$ cat src/design/i2a_pkg.sv
// ----------------------------------------------------------------------------
// i2a_pkg: shared types and constants of the integer to ascii formatter
// digit cell row sizes, operation codes, ascii codes and cell control
// ----------------------------------------------------------------------------
package i2a_pkg;

	localparam int VAL_W      = 32;  // value width
	localparam int OP_W       = 2;
	localparam int FW_W       = 6;   // field_width port width
	localparam int CHAR_W     = 8;
	localparam int DIG_W      = 4;   // one bcd or hex digit
	localparam int NUM_CELLS  = 10;  // enough decimal digits for 32 bits
	localparam int HEX_CELLS  = 8;
	localparam int CELL_IDX_W = 4;
	localparam int BIT_CNT_W  = 5;   // counts the 32 conversion shifts

	typedef enum logic [OP_W-1:0] {
		OP_SDEC = 2'd0,
		OP_UDEC = 2'd1,
		OP_HEXL = 2'd2,
		OP_HEXU = 2'd3
	} op_t;

	localparam logic [CHAR_W-1:0] CH_ZERO  = 8'h30;
	localparam logic [CHAR_W-1:0] CH_MINUS = 8'h2d;
	localparam logic [CHAR_W-1:0] CH_SPACE = 8'h20;
	localparam logic [CHAR_W-1:0] CH_UA    = 8'h41;
	localparam logic [CHAR_W-1:0] CH_LA    = 8'h61;
	localparam logic [CHAR_W-1:0] CH_UX    = 8'h58;
	localparam logic [CHAR_W-1:0] CH_LX    = 8'h78;

	localparam logic [DIG_W-1:0]  DEC_RADIX = 4'd10;
	localparam logic [DIG_W-1:0]  BCD_FIX_MIN = 4'd5;
	localparam logic [DIG_W-1:0]  BCD_FIX_ADD = 4'd3;

	typedef struct packed {
		logic load;   // take the load digit
		logic shift;  // one double dabble step
	} cell_ctrl_t;

endpackage

$ cat src/design/i2a_if.sv
// ----------------------------------------------------------------------------
// i2a_if: item channels of the integer to ascii formatter
// valid/ready channels for the input item and for the output characters
// ----------------------------------------------------------------------------
interface i2a_in_if;
	logic                           valid;
	logic                           ready;
	logic [i2a_pkg::OP_W-1:0]       operation;
	logic [i2a_pkg::VAL_W-1:0]      value;
	logic [i2a_pkg::FW_W-1:0]       field_width;
	logic                           zero_fill;
	logic                           hex_prefix;

	modport source (output valid, operation, value, field_width, zero_fill, hex_prefix,
		input ready);
	modport sink (input valid, operation, value, field_width, zero_fill, hex_prefix,
		output ready);
endinterface

interface i2a_out_if;
	logic                           valid;
	logic                           ready;
	logic [i2a_pkg::CHAR_W-1:0]     character;
	logic                           last_char;

	modport source (output valid, character, last_char, input ready);
	modport sink (input valid, character, last_char, output ready);
endinterface

$ cat src/design/i2a_cell.sv
// ----------------------------------------------------------------------------
// i2a_cell: one digit cell of the conversion row
// holds one digit; loads a hex nibble or takes one double dabble shift step
// ----------------------------------------------------------------------------
module i2a_cell (
	input  logic                          clk,
	input  i2a_pkg::cell_ctrl_t           ctrl,
	input  logic [i2a_pkg::DIG_W-1:0]     load_digit,
	input  logic                          carry_in,
	output logic                          carry_out,
	output logic [i2a_pkg::DIG_W-1:0]     digit
);

	logic [i2a_pkg::DIG_W-1:0] digit_q;
	logic [i2a_pkg::DIG_W-1:0] corr;

	// add 3 before the shift when the digit would reach ten or more
	assign corr      = (digit_q >= i2a_pkg::BCD_FIX_MIN) ? digit_q + i2a_pkg::BCD_FIX_ADD
		: digit_q;
	assign carry_out = corr[i2a_pkg::DIG_W-1];
	assign digit     = digit_q;

	always_ff @(posedge clk) begin
		if (ctrl.load) begin
			digit_q <= load_digit;
		end else if (ctrl.shift) begin
			digit_q <= {corr[i2a_pkg::DIG_W-2:0], carry_in};
		end
	end

endmodule

$ cat src/design/integer_to_ascii_formatter_core.sv
// ----------------------------------------------------------------------------
// integer_to_ascii_formatter_core: printf style %d %u %x %X formatter
// turns one 32-bit value into its ascii characters, most significant first
// ----------------------------------------------------------------------------
//  channel | dir | handshake     | payload
//  din     | in  | valid / ready | operation, value, field_width, zero_fill, hex_prefix
//  dout    | out | valid / ready | character, last_char
//
//  decimal item: accept, double dabble shifts, plan, then its characters
//  hex item: accept, plan, then its characters (nibbles load directly)
//  the decimal double dabble pass runs 32 steps through the row of ten digit cells
//  din is taken only when the sequencer is idle; the last character may still wait in
//  the output register while the next item is taken
//  a stall on dout holds the output register and freezes character sequencing;
//  conversion and planning of a new item run on
//  arst_n clears the sequencer and the output valid; digit cells need no reset
// ----------------------------------------------------------------------------
module integer_to_ascii_formatter_core #(
	parameter int MAX_WIDTH = 32
) (
	input  logic         clk,
	input  logic         arst_n,
	i2a_in_if.sink       din,
	i2a_out_if.source    dout
);

	localparam int PAD_W = $clog2(MAX_WIDTH + 1);
	localparam int CMP_W = PAD_W + 1;   // room for width minus used

	typedef enum logic [2:0] {
		ST_IDLE,
		ST_CONV,    // double dabble shifts
		ST_PLAN,    // count digits and padding
		ST_PRE0,    // leading '-' or the '0' of the prefix
		ST_PRE1,    // 'x' or 'X'
		ST_PAD,
		ST_SIGN,    // '-' right before the digits
		ST_DIGIT
	} state_t;

	state_t                                 state_q;
	i2a_pkg::op_t                           op_q;
	logic                                   neg_q;
	logic                                   zeros_q;
	logic                                   prefix_q;
	logic [PAD_W-1:0]                       width_q;
	logic [i2a_pkg::VAL_W-1:0]              bin_q;
	logic [i2a_pkg::BIT_CNT_W-1:0]          bit_cnt_q;
	logic [PAD_W-1:0]                       pad_q;
	logic [i2a_pkg::CELL_IDX_W-1:0]         dptr_q;
	logic                                   out_valid_q;
	logic [i2a_pkg::CHAR_W-1:0]             out_char_q;
	logic                                   out_last_q;

	// cell row wiring
	i2a_pkg::cell_ctrl_t                    cell_ctrl;
	logic [i2a_pkg::DIG_W-1:0]              load_dig [i2a_pkg::NUM_CELLS];
	logic [i2a_pkg::DIG_W-1:0]              dig      [i2a_pkg::NUM_CELLS];
	logic [i2a_pkg::NUM_CELLS:0]            carry;

	logic                                   in_acc;
	logic                                   adv;
	logic                                   in_neg;
	logic [i2a_pkg::VAL_W-1:0]              in_mag;
	logic                                   is_hex;
	logic                                   upper;

	// planning results
	logic [i2a_pkg::CELL_IDX_W-1:0]         msd;
	logic [CMP_W-1:0]                       used;
	logic [PAD_W-1:0]                       pad_plan;

	// character sequencing
	logic [i2a_pkg::DIG_W-1:0]              cur_dig;
	logic [i2a_pkg::CHAR_W-1:0]             char_d;
	logic                                   last_d;
	state_t                                 nxt;
	state_t                                 after_pad_st;
	logic                                   emitting;

	assign din.ready      = (state_q == ST_IDLE);
	assign in_acc         = din.valid && din.ready;
	assign adv            = !out_valid_q || dout.ready;
	assign dout.valid     = out_valid_q;
	assign dout.character = out_char_q;
	assign dout.last_char = out_last_q;

	assign is_hex = op_q[1];
	assign upper  = (op_q == i2a_pkg::OP_HEXU);

	// magnitude of a negative signed value is its two's complement negation
	assign in_neg = (i2a_pkg::op_t'(din.operation) == i2a_pkg::OP_SDEC) &&
		din.value[i2a_pkg::VAL_W-1];
	assign in_mag = in_neg ? (~din.value + 1'b1) : din.value;

	// ---------------- digit cell row ----------------
	assign cell_ctrl.load  = in_acc;
	assign cell_ctrl.shift = (state_q == ST_CONV);
	assign carry[0]        = bin_q[i2a_pkg::VAL_W-1];

	always_comb begin
		for (int i = 0; i < i2a_pkg::NUM_CELLS; i++) begin
			load_dig[i] = '0;
		end
		// hex nibbles go straight into the cells, decimal starts from zero
		if (din.operation[1]) begin
			for (int i = 0; i < i2a_pkg::HEX_CELLS; i++) begin
				load_dig[i] = din.value[i*i2a_pkg::DIG_W +: i2a_pkg::DIG_W];
			end
		end
	end

	for (genvar g = 0; g < i2a_pkg::NUM_CELLS; g++) begin : g_cell
		i2a_cell u_cell (
			.clk        (clk),
			.ctrl       (cell_ctrl),
			.load_digit (load_dig[g]),
			.carry_in   (carry[g]),
			.carry_out  (carry[g+1]),
			.digit      (dig[g])
		);
	end

	// ---------------- planning ----------------
	// highest nonzero digit; a zero value still prints one digit
	always_comb begin
		msd = '0;
		for (int i = 0; i < i2a_pkg::NUM_CELLS; i++) begin
			if (dig[i] != '0) begin
				msd = i2a_pkg::CELL_IDX_W'(i);
			end
		end
	end

	assign used     = CMP_W'(msd) + CMP_W'(1) + CMP_W'(neg_q);
	assign pad_plan = (CMP_W'(width_q) > used) ? PAD_W'(CMP_W'(width_q) - used) : '0;

	// ---------------- character selection ----------------
	assign cur_dig      = dig[dptr_q];
	assign after_pad_st = (neg_q && !zeros_q) ? ST_SIGN : ST_DIGIT;
	assign emitting     = (state_q == ST_PRE0) || (state_q == ST_PRE1) ||
		(state_q == ST_PAD) || (state_q == ST_SIGN) || (state_q == ST_DIGIT);

	always_comb begin
		char_d = i2a_pkg::CH_ZERO;
		last_d = 1'b0;
		nxt    = state_q;
		case (state_q)
			ST_PLAN: begin
				if ((is_hex && prefix_q) || (neg_q && zeros_q)) begin
					nxt = ST_PRE0;
				end else if (pad_plan != '0) begin
					nxt = ST_PAD;
				end else begin
					nxt = after_pad_st;
				end
			end
			ST_PRE0: begin
				char_d = is_hex ? i2a_pkg::CH_ZERO : i2a_pkg::CH_MINUS;
				if (is_hex) begin
					nxt = ST_PRE1;
				end else begin
					nxt = (pad_q != '0) ? ST_PAD : ST_DIGIT;
				end
			end
			ST_PRE1: begin
				char_d = upper ? i2a_pkg::CH_UX : i2a_pkg::CH_LX;
				nxt    = (pad_q != '0) ? ST_PAD : ST_DIGIT;
			end
			ST_PAD: begin
				char_d = zeros_q ? i2a_pkg::CH_ZERO : i2a_pkg::CH_SPACE;
				nxt    = (pad_q == PAD_W'(1)) ? after_pad_st : ST_PAD;
			end
			ST_SIGN: begin
				char_d = i2a_pkg::CH_MINUS;
				nxt    = ST_DIGIT;
			end
			ST_DIGIT: begin
				if (cur_dig < i2a_pkg::DEC_RADIX) begin
					char_d = i2a_pkg::CH_ZERO + i2a_pkg::CHAR_W'(cur_dig);
				end else begin
					char_d = (upper ? i2a_pkg::CH_UA : i2a_pkg::CH_LA) +
						i2a_pkg::CHAR_W'(cur_dig) - i2a_pkg::CHAR_W'(i2a_pkg::DEC_RADIX);
				end
				last_d = (dptr_q == '0);
				nxt    = last_d ? ST_IDLE : ST_DIGIT;
			end
			default: begin
				nxt = state_q;
			end
		endcase
	end

	// ---------------- sequencer and output register ----------------
	always_ff @(posedge clk or negedge arst_n) begin
		if (!arst_n) begin
			state_q     <= ST_IDLE;
			out_valid_q <= 1'b0;
		end else begin
			// a taken character empties the register unless a new one follows
			if (adv && !emitting) begin
				out_valid_q <= 1'b0;
			end
			case (state_q)
				ST_IDLE: begin
					if (in_acc) begin
						op_q      <= i2a_pkg::op_t'(din.operation);
						neg_q     <= in_neg;
						zeros_q   <= din.zero_fill;
						prefix_q  <= din.hex_prefix;
						// field width saturates at MAX_WIDTH
						width_q   <= (din.field_width > i2a_pkg::FW_W'(MAX_WIDTH))
							? PAD_W'(MAX_WIDTH) : PAD_W'(din.field_width);
						bin_q     <= in_mag;
						bit_cnt_q <= '0;
						state_q   <= din.operation[1] ? ST_PLAN : ST_CONV;
					end
				end
				ST_CONV: begin
					bin_q     <= {bin_q[i2a_pkg::VAL_W-2:0], 1'b0};
					bit_cnt_q <= bit_cnt_q + 1'b1;
					if (bit_cnt_q == '1) begin
						state_q <= ST_PLAN;
					end
				end
				ST_PLAN: begin
					pad_q   <= pad_plan;
					dptr_q  <= msd;
					state_q <= nxt;
				end
				default: begin
					if (emitting && adv) begin
						out_valid_q <= 1'b1;
						out_char_q  <= char_d;
						out_last_q  <= last_d;
						state_q     <= nxt;
						if (state_q == ST_PAD) begin
							pad_q <= pad_q - 1'b1;
						end
						if (state_q == ST_DIGIT && !last_d) begin
							dptr_q <= dptr_q - 1'b1;
						end
					end
				end
			endcase
		end
	end

endmodule

$ cat src/flat_wrapper.sv
// flat-port wrapper written by rule: the top's interface ports become plain ports
module integer_to_ascii_formatter_core_flat 
#(
	parameter int MAX_WIDTH = 32
)
  (clk, arst_n, din_valid, din_operation, din_value, din_field_width, din_zero_fill, din_hex_prefix, din_ready, dout_valid, dout_character, dout_last_char, dout_ready);
  i2a_in_if din_i ();
  i2a_out_if dout_i ();
  input  logic clk;
  input  logic arst_n;
  input wire logic [$bits(din_i.valid)-1:0] din_valid;
  input wire logic [$bits(din_i.operation)-1:0] din_operation;
  input wire logic [$bits(din_i.value)-1:0] din_value;
  input wire logic [$bits(din_i.field_width)-1:0] din_field_width;
  input wire logic [$bits(din_i.zero_fill)-1:0] din_zero_fill;
  input wire logic [$bits(din_i.hex_prefix)-1:0] din_hex_prefix;
  output wire logic [$bits(din_i.ready)-1:0] din_ready;
  output wire logic [$bits(dout_i.valid)-1:0] dout_valid;
  output wire logic [$bits(dout_i.character)-1:0] dout_character;
  output wire logic [$bits(dout_i.last_char)-1:0] dout_last_char;
  input wire logic [$bits(dout_i.ready)-1:0] dout_ready;
  assign din_i.valid = din_valid;
  assign din_i.operation = din_operation;
  assign din_i.value = din_value;
  assign din_i.field_width = din_field_width;
  assign din_i.zero_fill = din_zero_fill;
  assign din_i.hex_prefix = din_hex_prefix;
  assign din_ready = din_i.ready;
  assign dout_valid = dout_i.valid;
  assign dout_character = dout_i.character;
  assign dout_last_char = dout_i.last_char;
  assign dout_i.ready = dout_ready;
  integer_to_ascii_formatter_core #(.MAX_WIDTH(MAX_WIDTH)) u_core (.clk(clk), .arst_n(arst_n), .din(din_i), .dout(dout_i));
endmodule
$ cat config.mk
export PLATFORM = sky130hd
export DESIGN_NAME = integer_to_ascii_formatter_core_flat
export DESIGN_NICKNAME = d
export VERILOG_FILES = /design/src/design/i2a_pkg.sv /design/src/design/i2a_if.sv /design/src/design/i2a_cell.sv /design/src/design/integer_to_ascii_formatter_core.sv /design/src/flat_wrapper.sv
export SDC_FILE = /design/constraint.sdc
export NUM_CORES = 1
export LEC_CHECK = 0
export ABC_AREA = 1
export ABC_CLOCK_PERIOD_IN_PS = 9550
export BUFFER_PORTS_ARGS = -buffer_cell sky130_fd_sc_hd__clkbuf_2
export CELL_PAD_IN_SITES_DETAIL_PLACEMENT = 1
export CELL_PAD_IN_SITES_GLOBAL_PLACEMENT = 2
export CORE_MARGIN = 2
export CORE_UTILIZATION = 39
export CTS_CLUSTER_SIZE = 28
export DETAILED_ROUTE_END_ITERATION = 10
export PLACE_DENSITY = 0.83
export SLEW_MARGIN = 20
export SYNTH_ARGS = -nofsm -noshare
export SYNTH_HDL_FRONTEND = slang
export SYNTH_HIERARCHICAL = 1
export SYNTH_SLANG_ARGS = --single-unit
export TNS_END_PERCENT = 5
$ cat constraint.sdc
create_clock -name clk -period 9.55 [get_ports clk]
set_clock_uncertainty 0.05 [all_clocks]
set_input_delay 0.4775 -clock clk [delete_from_list [all_inputs] [get_ports clk]]
set_output_delay 0.4775 -clock clk [all_outputs]
set_load 0.01 [all_outputs]
==> impl_metrics.toml, run 1 <==
[synth]
ys_warn_count = 6
synth.cell_area_um2 = 8339
synth_area_per_cell_um2 = 7.419
synth_cells = 1124

[run]
maxCapViolations = 0

[critical_path]
start_kind = "flip-flop"
r2r_setup_slack_ns = 5.76
crit_slowest_cell = "nor4_1"
startpoint = "u_core/g_cell[4].u_cell/digit[0]"
path_max_fanout = 5
critPathArrivalTime_ns = 4.03
max_stage_delay_ns = 0.65
r2r_cells = 25
reg2reg_to = "u_core/state_q[0]"
worstPathRequired_ns = 9.80
cpMostUsedCell = "nand2_1"
path_class = "flip-flop to flip-flop"
end_kind = "flip-flop"
reg2reg_from = "u_core/g_cell[4].u_cell/digit[0]"

[grt]
grt_pass1_wl_um = 37890
grtUsageTotal_pct = 21.11
grt-ovfl-total = 0
first_global_vias = 7455
antenna_found_initial = 0
grt_max_degree = 61

[floorplan]
die-area_um2 = 22570
io_pins = 57
die_h_um = 150.2
core_area_um2 = 21020
row_count = 53
die_w_um = 150.2
start_util_pct = 39.67

[status]
outcome = "finished, final reports clean"

[routing]
wl_per_cell_um = 15.48
antenna_left = 0
drc_errors = 0
via_per_inst = 4.986
dr.pass1.iters = 5
initialDrtViolationCount = 414
via_count = 7269
detail_route.wirelength_um = 22570

[power_and_ir_drop]
p_sw_mw = 1.060
switching_share_pct = 43.78
seqPwrFrac_pct = 38.4
irDropWorstVdd_mv = 0.09348
p_int_mw = 1.361
comb_power_share_pct = 45.6
p_leak_nw = 4.331
power.share.clock_pct = 16.0
powerDensity_nw_per_um2 = 263.7

[timing]
tightest_slew_ns = 0.9853
setup_violations = 0
whs_ns = 0.2446
grt_setup_unrepaired = "no"
fin_crit_sh_pct = 39.65
hold_viol = 0
fin_tns_setup_ns = 0
maxSlewHeadroom_pct = 33.62
drv_slew = 0
max_freq_mhz = 264.1
period_needed_ns = 3.787

[finish]
syn2layout_area_growth_pct = 10.07
n_antenna_cell = 0
fin_area_um2 = 9179
regArea_um2 = 3283
nNetsFinal = 1259
drive_above_1_share_pct = 12.60
final_common_cell = "nand2_1"
mostFrequentLayoutCells = "382 x nand2_1, 159 x inv_1, 106 x edfxtp_1"
fillers = 2718
multi_input_area_um2 = 4309

[placement]
placed_cell_area_um2 = 8877
portBuffers = 55
hpwl_um = 17600
gp_congestion = 0.8242

[cts]
clkLatencyLatePin_ns = 0.36
root_buffer = "clkbuf_16"
cts_tree = "built"
cts-htree-levels = 3
clk_pin_slew_worst_paths_ns = 0.08
cts_buffers = 9
cts_buffer_depth = 2
clock-sinks = 110

[worst_hold_path]
worstHoldPathType = "primary input to flip-flop"
holdPathEnd = "u_core/prefix_q"
hp-start = "din_hex_prefix"
whs_path_depth = 1
==> worst max-delay path by stage <==
stage,end,slack [ns],cells past startpoint
2_1_floorplan,u_core/bin_q[0],6.06,6
3_3_place_gp,u_core/state_q[1],5.91,24
3_5_place_dp,u_core/state_q[1],5.82,24
4_1_cts,u_core/state_q[0],5.79,25
5_1_grt,u_core/state_q[0],5.35,25
6_report,u_core/state_q[0],5.76,25
==> metrics by stage <==
stage / util (%) / instances / worst slack (ns) / power (mW)
4_1_cts: 43.65 / 1458 / 5.786 / 2.455
5_1_grt: 43.66 / 1458 / 5.354 / 2.652
6_report: 43.66 / 1458 / 5.763 / 2.421
3_5_place_dp: 42.23 / 1441 / 5.817 / 2.054
3_3_place_gp: 42.23 / 1441 / 5.911 / 2.027
2_1_floorplan: - / 1132 / 6.060 / 1.730
==> timing repair <==
item / in CTS / in global routing
hold buffers: 1 / 0
resized for setup: 0 / 0
buffers inserted: 0 / 0
endpoints found under the hold margin: 4 / 0
==> cell type report <==
class                   instances  share of cell area, %
clock buffers                  10                  2.495
clock inverters                 6                 0.6543
inverters                     172                  7.034
multi-input cells             826                  46.95
flip-flops and latches        110                  35.77
well taps                     275                  3.749
repair buffers                 59                  3.353
==> metal layers <==
metal | vias to the layer above | GRT usage [%] | share of wire, %
met3 | 11 | 2.303 | 1.9
met1 | 3443 | 29.50 | 50
met4 | 0 | 4.245 | 1.0
met2 | 65 | 35.53 | 47
li1 | 3750 | - | -
met5 | - | 0 | 0
==> worst max-delay path: cells and delay by family, from the launching register on <==
| kind | cells | cell delay (ns) |
|---|---|---|
| simple gates | 19 | 2.16 |
| flops | 1 | 0.46 |
| fa+ha+maj | 3 | 0.86 |
| buf+inv | 3 | 0.18 |
==> power groups by stage <==
stage                     clock, mW  sequential [mW]  combinational [mW]
final                         0.387            0.930                1.10
after global routing          0.412            0.959                1.28
after CTS                     0.403            0.933                1.12
after detailed placement          0            0.944                1.11
after global placement            0            0.933                1.09
after floorplan                   0            0.896               0.834
==> state kept, by name, summed over array words and instances (netlist names), named ones only <==
signal,cells
u_core/bin_q,32
u_core/state_q,3
u_core/neg_q,1
u_core/dout.last_char,1
u_core/pad_q,6
u_core/op_q,2
u_core/dout.character,7
u_core/width_q,6
u_core/bit_cnt_q,5
u_core/prefix_q,1
u_core/zeros_q,1
u_core/g_cell.u_cell/digit,40
u_core/dptr_q,4
No activity file was read; power rests on OpenSTA's default activity.
==> inputs of run 2 (changes only) <==
--- a/config.mk
+++ b/config.mk
@@ -5,8 +5,8 @@
 export SDC_FILE = /design/constraint.sdc
 export NUM_CORES = 1
 export LEC_CHECK = 0
-export ABC_AREA = 1
-export ABC_CLOCK_PERIOD_IN_PS = 9550
+export ABC_AREA = 0
+export ABC_CLOCK_PERIOD_IN_PS = 3600
 export BUFFER_PORTS_ARGS = -buffer_cell sky130_fd_sc_hd__clkbuf_2
 export CELL_PAD_IN_SITES_DETAIL_PLACEMENT = 1
 export CELL_PAD_IN_SITES_GLOBAL_PLACEMENT = 2
@@ -14,7 +14,7 @@
 export CORE_UTILIZATION = 39
 export CTS_CLUSTER_SIZE = 28
 export DETAILED_ROUTE_END_ITERATION = 10
-export PLACE_DENSITY = 0.83
+export PLACE_DENSITY = 0.77
 export SLEW_MARGIN = 20
 export SYNTH_ARGS = -nofsm -noshare
 export SYNTH_HDL_FRONTEND = slang
==> constraint.sdc (replaced) <==
create_clock -name clk -period 3.6 [get_ports clk]
set_clock_uncertainty 0.05 [all_clocks]
set_input_delay 0.18 -clock clk [delete_from_list [all_inputs] [get_ports clk]]
set_output_delay 0.18 -clock clk [all_outputs]
set_load 0.01 [all_outputs]
==> impl_metrics.toml, run 2 <==
[placement]
place_ws_ns = -0.4015
portBuffers = 55
gp_congestion = 0.8703
hpwl_um = 16910

[critical_path]
reg2reg_to = "u_core/state_q[0]"
r2r_setup_slack_ns = -0.13
startpoint = "u_core/g_cell[3].u_cell/digit[0]"
r2r_cells = 17
end_kind = "flip-flop"
setup.worst_path.end = "u_core/state_q[0]"
path_class = "flip-flop to flip-flop"
worstPathRequired_ns = 3.79
critPathArrivalTime_ns = 3.92
path_max_fanout = 3
reg2reg_from = "u_core/g_cell[3].u_cell/digit[0]"
start_kind = "flip-flop"

[routing]
top_layer = "met4"
wl_met3_um = 481
antenna_left = 0
route.met2.wl_um = 11530
drc_errors = 0
via_count = 6695
initialDrtViolationCount = 266
wl_per_cell_um = 18.39
drt-met1-wl_um = 10380
detail_route.wirelength_um = 22630
dr.pass1.iters = 5
via_per_inst = 5.443

[timing]
fin_crit_sh_pct = 103.6
max_freq_mhz = 268.2
maxSlewHeadroom_pct = 43.36
setup_violations = 8
grt_setup_unrepaired = "yes"
finalWorstSetupSlack_ns = -0.1283
drv_slew = 0
tightest_slew_ns = 0.8497
period_needed_ns = 3.728
hold_viol = 0

[floorplan]
row_count = 52
die_w_um = 147.1
io_pins = 57
die-area_um2 = 21640
start_util_pct = 39.60
core_area_um2 = 20170
die_h_um = 147.1

[finish]
drive_above_1_share_pct = 22.19
largest_reg_flops = 40
regArea_um2 = 3283
fillers = 2355
n_antenna_cell = 0
final_common_cell = "edfxtp_1"
multi_input_area_um2 = 4477
mostFrequentLayoutCells = "106 x edfxtp_1, 74 x nand2_1, 64 x o21ai_0"
syn2layout_area_growth_pct = 17.25
nNetsFinal = 1036
fin_util_pct = 46.43

[grt]
grtUsageTotal_pct = 21.59
grt_max_degree = 67
grt-ovfl-total = 0
first_global_vias = 7041
grt_pass1_wl_um = 37430
antenna_found_initial = 0

[power_and_ir_drop]
p_sw_mw = 1.065
irDropWorstVdd_mv = 0.2106
switching_share_pct = 31.11
p_leak_nw = 3.536
power.share.clock_pct = 28.8
p_int_mw = 2.357
powerDensity_nw_per_um2 = 365.4
seqPwrFrac_pct = 47.3
comb_power_share_pct = 23.9
power.total_mw = 3.422

[status]
violations = "setup timing"
outcome = "finished with violations"

[synth]
ys_warn_count = 6
synth.cell_area_um2 = 7986
synth_cells = 851
synth_area_per_cell_um2 = 9.385

[cts]
cts_tree = "built"
clk_pin_slew_worst_paths_ns = 0.08
cts_buffer_depth = 2
cts_buffers = 9
clock-sinks = 110
cts-htree-levels = 3
clkLatencyLatePin_ns = 0.36
root_buffer = "clkbuf_16"

[worst_hold_path]
worstHoldPathType = "primary input to flip-flop"

[run]
maxCapViolations = 0
run 2: final cells by class:
cell class | count | area share [%]
repair buffers | 120 | 8.365
well taps | 270 | 3.608
flip-flops and latches | 110 | 35.06
clock buffers | 9 | 2.405
clock inverters | 7 | 0.5879
multi-input cells | 660 | 47.81
inverters | 54 | 2.165
run 2: what timing repair did:
| action | 4_1_cts | 5_1_grt |
|---|---|---|
| hold buffers | 3 | 0 |
| buffers inserted | 3 | 3 |
| gates resized for setup | 23 | 3 |
| endpoints found under the setup margin | 8 | 8 |
| endpoints found under the hold margin | 6 | 0 |
| pin swaps | 16 | 12 |
run 2: power by group through the flow:
| stage | clock network (mW) | logic (mW) | registers [mW] |
|---|---|---|---|
| global placement | 0 | 0.771 | 1.64 |
| CTS | 1.03 | 0.818 | 1.62 |
| global route | 1.05 | 0.920 | 1.63 |
| finish | 0.984 | 0.817 | 1.62 |
| detailed placement | 0 | 0.806 | 1.65 |
| floorplan | 0 | 0.573 | 1.60 |
run 2: worst min path at each step:
stage	cells past startpoint	start	slack (ns)	end
after floorplan	0	arst_n	-0.17	asynchronous set/reset pin
after global placement	1	arst_n	-0.001	u_core/state_q[2]
after detailed placement	1	arst_n	0.003	u_core/state_q[2]
after CTS	1	din_field_width[5]	0.02	u_core/width_q[5]
after global routing	1	din_field_width[5]	0.04	u_core/width_q[5]
final	1	din_field_width[5]	0.04	u_core/width_q[5]
run 2: routing by layer:
metal | global-route usage [%] | up-vias
met5 | 0 | -
met4 | 4.423 | 0
met3 | 2.826 | 15
met2 | 38.64 | 75
met1 | 28.05 | 3290
li1 | - | 3315
run 2: worst max-delay path, cell delays in order, from the launching register on:
cell and delay [ns]:
edfxtp_1 0.39, or4_1 0.55, o21bai_1 0.17, a21boi_1 0.16
o21bai_1 0.10, a21oi_2 0.19, ha_2 0.21, inv_2 0.05
ha_4 0.14, xor2_1 0.16, ha_1 0.29, nor2b_2 0.17
o21ai_2 0.18, a21oi_2 0.09, o22a_1 0.26, buf_4 0.17
nor3_2 0.18, o31ai_1 0.09
run 2: stage by stage:
step / std cells / hold slack, ns / TNS [ns] / cell area (um^2)
floorplan: 859 / -0.1656 / -0.006257 / 8019
global placement: 1205 / -0.001498 / -0.7802 / 8906
detailed placement: 1205 / 0.003177 / -2.363 / 8906
CTS: 1227 / 0.01833 / -0.6749 / 9331
global route: 1230 / 0.03565 / -2.009 / 9364
finish: 1230 / 0.04086 / -0.8265 / 9364
==> inputs of run 3 (changes only) <==
--- a/config.mk
+++ b/config.mk
@@ -18,6 +18,5 @@
 export SLEW_MARGIN = 20
 export SYNTH_ARGS = -nofsm -noshare
 export SYNTH_HDL_FRONTEND = slang
-export SYNTH_HIERARCHICAL = 1
 export SYNTH_SLANG_ARGS = --single-unit
 export TNS_END_PERCENT = 5
==> impl_metrics.toml, run 3 <==
[critical_path]
end_kind = "flip-flop"
crit_path_cell_trace = "inv_2 -> ha_1 -> nor3b_2 -> o211ai_1 -> a21oi_2 -> o21bai_1 -> a31oi_2 -> ha_2 -> inv_1 -> ha_2 -> xor2_1 -> ha_1 -> nor2b_1 -> o21a_1 -> or3_4 -> a21oi_2 -> nand3_1 -> and3_1 -> o22a_1"
path_delay_family = "compound AO/OA/AOI/OAI gates"
critPathArrivalTime_ns = 3.80
worstPathRequired_ns = 3.80
path_max_fanout = 2
start_kind = "flip-flop"
cp_num_buf_inv = 2
max_stage_delay_ns = 0.43
crit_slowest_cell = "edfxtp_1"
path_class = "flip-flop to flip-flop"

[timing]
maxSlewHeadroom_pct = 41.79
fin_crit_sh_pct = 99.99
period_needed_ns = 3.600
setup_violations = 0
max_freq_mhz = 277.8
whs_ns = 0.04370
tightest_slew_ns = 0.8511
drv_slew = 0
hold_viol = 0
grt_setup_unrepaired = "yes"

[placement]
portBuffers = 55
gp_congestion = 0.8739
hpwl_um = 15730

[finish]
fin_util_pct = 46.87
mostFrequentLayoutCells = "98 x edfxtp_1, 83 x o21ai_0, 74 x nand2_1"
regArea_um2 = 3203
fillers = 2085
syn2layout_area_growth_pct = 17.71
largest_reg_flops = 40
final_common_cell = "edfxtp_1"
drive_above_1_share_pct = 18.82
nNetsFinal = 942
multi_input_area_um2 = 3744
n_antenna_cell = 0

[routing]
dr.pass1.iters = 4
wl_per_cell_um = 19.20
drc_errors = 0
initialDrtViolationCount = 220
via_per_inst = 5.574
detail_route.wirelength_um = 20930
antenna_left = 0
via_count = 6076

[floorplan]
core_area_um2 = 18020
start_util_pct = 39.82
io_pins = 57
die_w_um = 139.7
die_h_um = 139.7
row_count = 49
die-area_um2 = 19500

[synth]
ys_types = 58
synth.area.top_cells = "edfxtp_1 41%, ha_1 6.8%, o21ai_0 5.9%, xor2_1 4.1%, a21oi_1 3.9%"
synth_cells = 758
synth.most_common_cell = "edfxtp_1"
synth.net_count = 844
synthArstFlopShare_pct = 3.636
ys_warn_count = 0
synth_edf_count = 98
synth_area_per_cell_um2 = 9.468
yosys.area.top_type = "edfxtp_1"
yosys_most_used_dff = "edfxtp_1"
synth_top_cell_area_share_pct = 41.00
synth-seq-cells = 110
ys_top_cells_by_count = "98 x edfxtp_1, 85 x o21ai_0, 74 x nand2_1, 60 x nor2_1, 56 x a21oi_1"
synth.cell_area_um2 = 7177
ys_seq_area_share_pct = 44.63

[status]
outcome = "finished, final reports clean"

[worst_hold_path]
worstHoldPathType = "primary input to flip-flop"

[cts]
clkLatencyLatePin_ns = 0.36
clock-sinks = 110
cts_tree = "built"
cts_buffer_depth = 2
clk_pin_slew_worst_paths_ns = 0.07
cts_buffers = 9
cts-htree-levels = 3
root_buffer = "clkbuf_16"

[grt]
grt_pass1_wl_um = 34060
grt-ovfl-total = 0
grt_max_degree = 58
antenna_found_initial = 0
grtUsageTotal_pct = 21.98
first_global_vias = 6490

[power_and_ir_drop]
irDropWorstVdd_mv = 0.3076
powerDensity_nw_per_um2 = 478.0
p_leak_nw = 3.146

[run]
maxCapViolations = 0
## run 3: cell type report
class	instances	area share [%]
Inverter	38	1.688
Timing Repair Buffer	123	9.419
Clock inverter	6	0.5628
Multi-Input combinational cell	574	44.31
Sequential cell	110	37.91
Clock buffer	10	2.710
Tap cell	229	3.392
## run 3: worst paths after layout
kind / from / cells past startpoint / slack (ns) / to
worst max-delay path: u_core.g_cell[1].u_cell.digit[0] / 19 / 0.0004 / u_core.state_q[0]
worst min-delay path: din_field_width[5] / 1 / 0.04 / u_core.width_q[5]
worst max register to register: u_core.g_cell[1].u_cell.digit[0] / 19 / 0.0004 / u_core.state_q[0]
worst min register to register: u_core.bin_q[30] / 2 / 0.47 / u_core.bin_q[31]
max in group asynchronous: arst_n / 2 / 3.16 / u_core.state_q[2]
min in group asynchronous: arst_n / 2 / 0.16 / u_core.dout.valid
## run 3: timing repair
item | 4_1_cts | 5_1_grt
endpoints found under the setup margin | 6 | 8
resized for setup | 8 | 6
hold buffers | 4 | 0
gates cloned | 0 | 0
setup buffers | 7 | 1
pin swaps | 7 | 1
endpoints found under the hold margin | 7 | 0
## run 3: cells by family after synthesis
| logic type | Yosys count | synth area share (%) |
|---|---|---|
| DFF | 110 | 44.63 |
| other | 2 | 0.1046 |
| buffers and inverters | 74 | 3.923 |
| AOI/OAI and AO/OA | 199 | 16.07 |
| xor gates and xnor gates | 58 | 7.078 |
| adders and majority gates | 40 | 7.078 |
| and+or+nand+nor | 259 | 17.49 |
| muxes | 16 | 3.626 |
## run 3: per-stage QoR
stage          setup WS [ns]  power [mW]  std cells  setup TNS (ns)  cell area [um^2]
2_1_floorplan        0.03857       2.583        758               0              7177
3_3_place_gp         -0.1082       2.975       1062         -0.1828              8034
3_5_place_dp         -0.2523       3.042       1062         -0.7943              8034
4_1_cts             -0.02560       4.066       1089        -0.04959              8422
5_1_grt              -0.2286       4.278       1090         -0.9026              8448
6_report           0.0004308       4.038       1090               0              8448
## run 3: where the power goes
part / internal (mW) / total, mW / switching, mW
logic: 0.550 / 1.32 / 0.770
clock network: 0.477 / 0.985 / 0.509
registers: 1.58 / 1.73 / 0.149
total: 2.61 / 4.04 / 1.43
## run 3: worst reg2reg max path, cell delays in order (launching register included)
cell and delay [ns]:
edfxtp_1 0.43, inv_2 0.09, ha_1 0.13, nor3b_2 0.16, o211ai_1 0.14, a21oi_2 0.16, o21bai_1 0.08, a31oi_2 0.17
ha_2 0.21, inv_1 0.05, ha_2 0.16, xor2_1 0.16, ha_1 0.29, nor2b_1 0.13, o21a_1 0.17, or3_4 0.33
a21oi_2 0.15, nand3_1 0.09, and3_1 0.20, o22a_1 0.16
## run 3: routing by layer
metal	track usage [%]	routed length, um	share of wire (%)	vias up
met5	0	0	0	-
met2	39.99	10900	52	97
met1	27.03	8929	43	3009
met4	5.947	337	1.6	0
li1	-	-	-	2942
met3	3.544	767	3.7	28
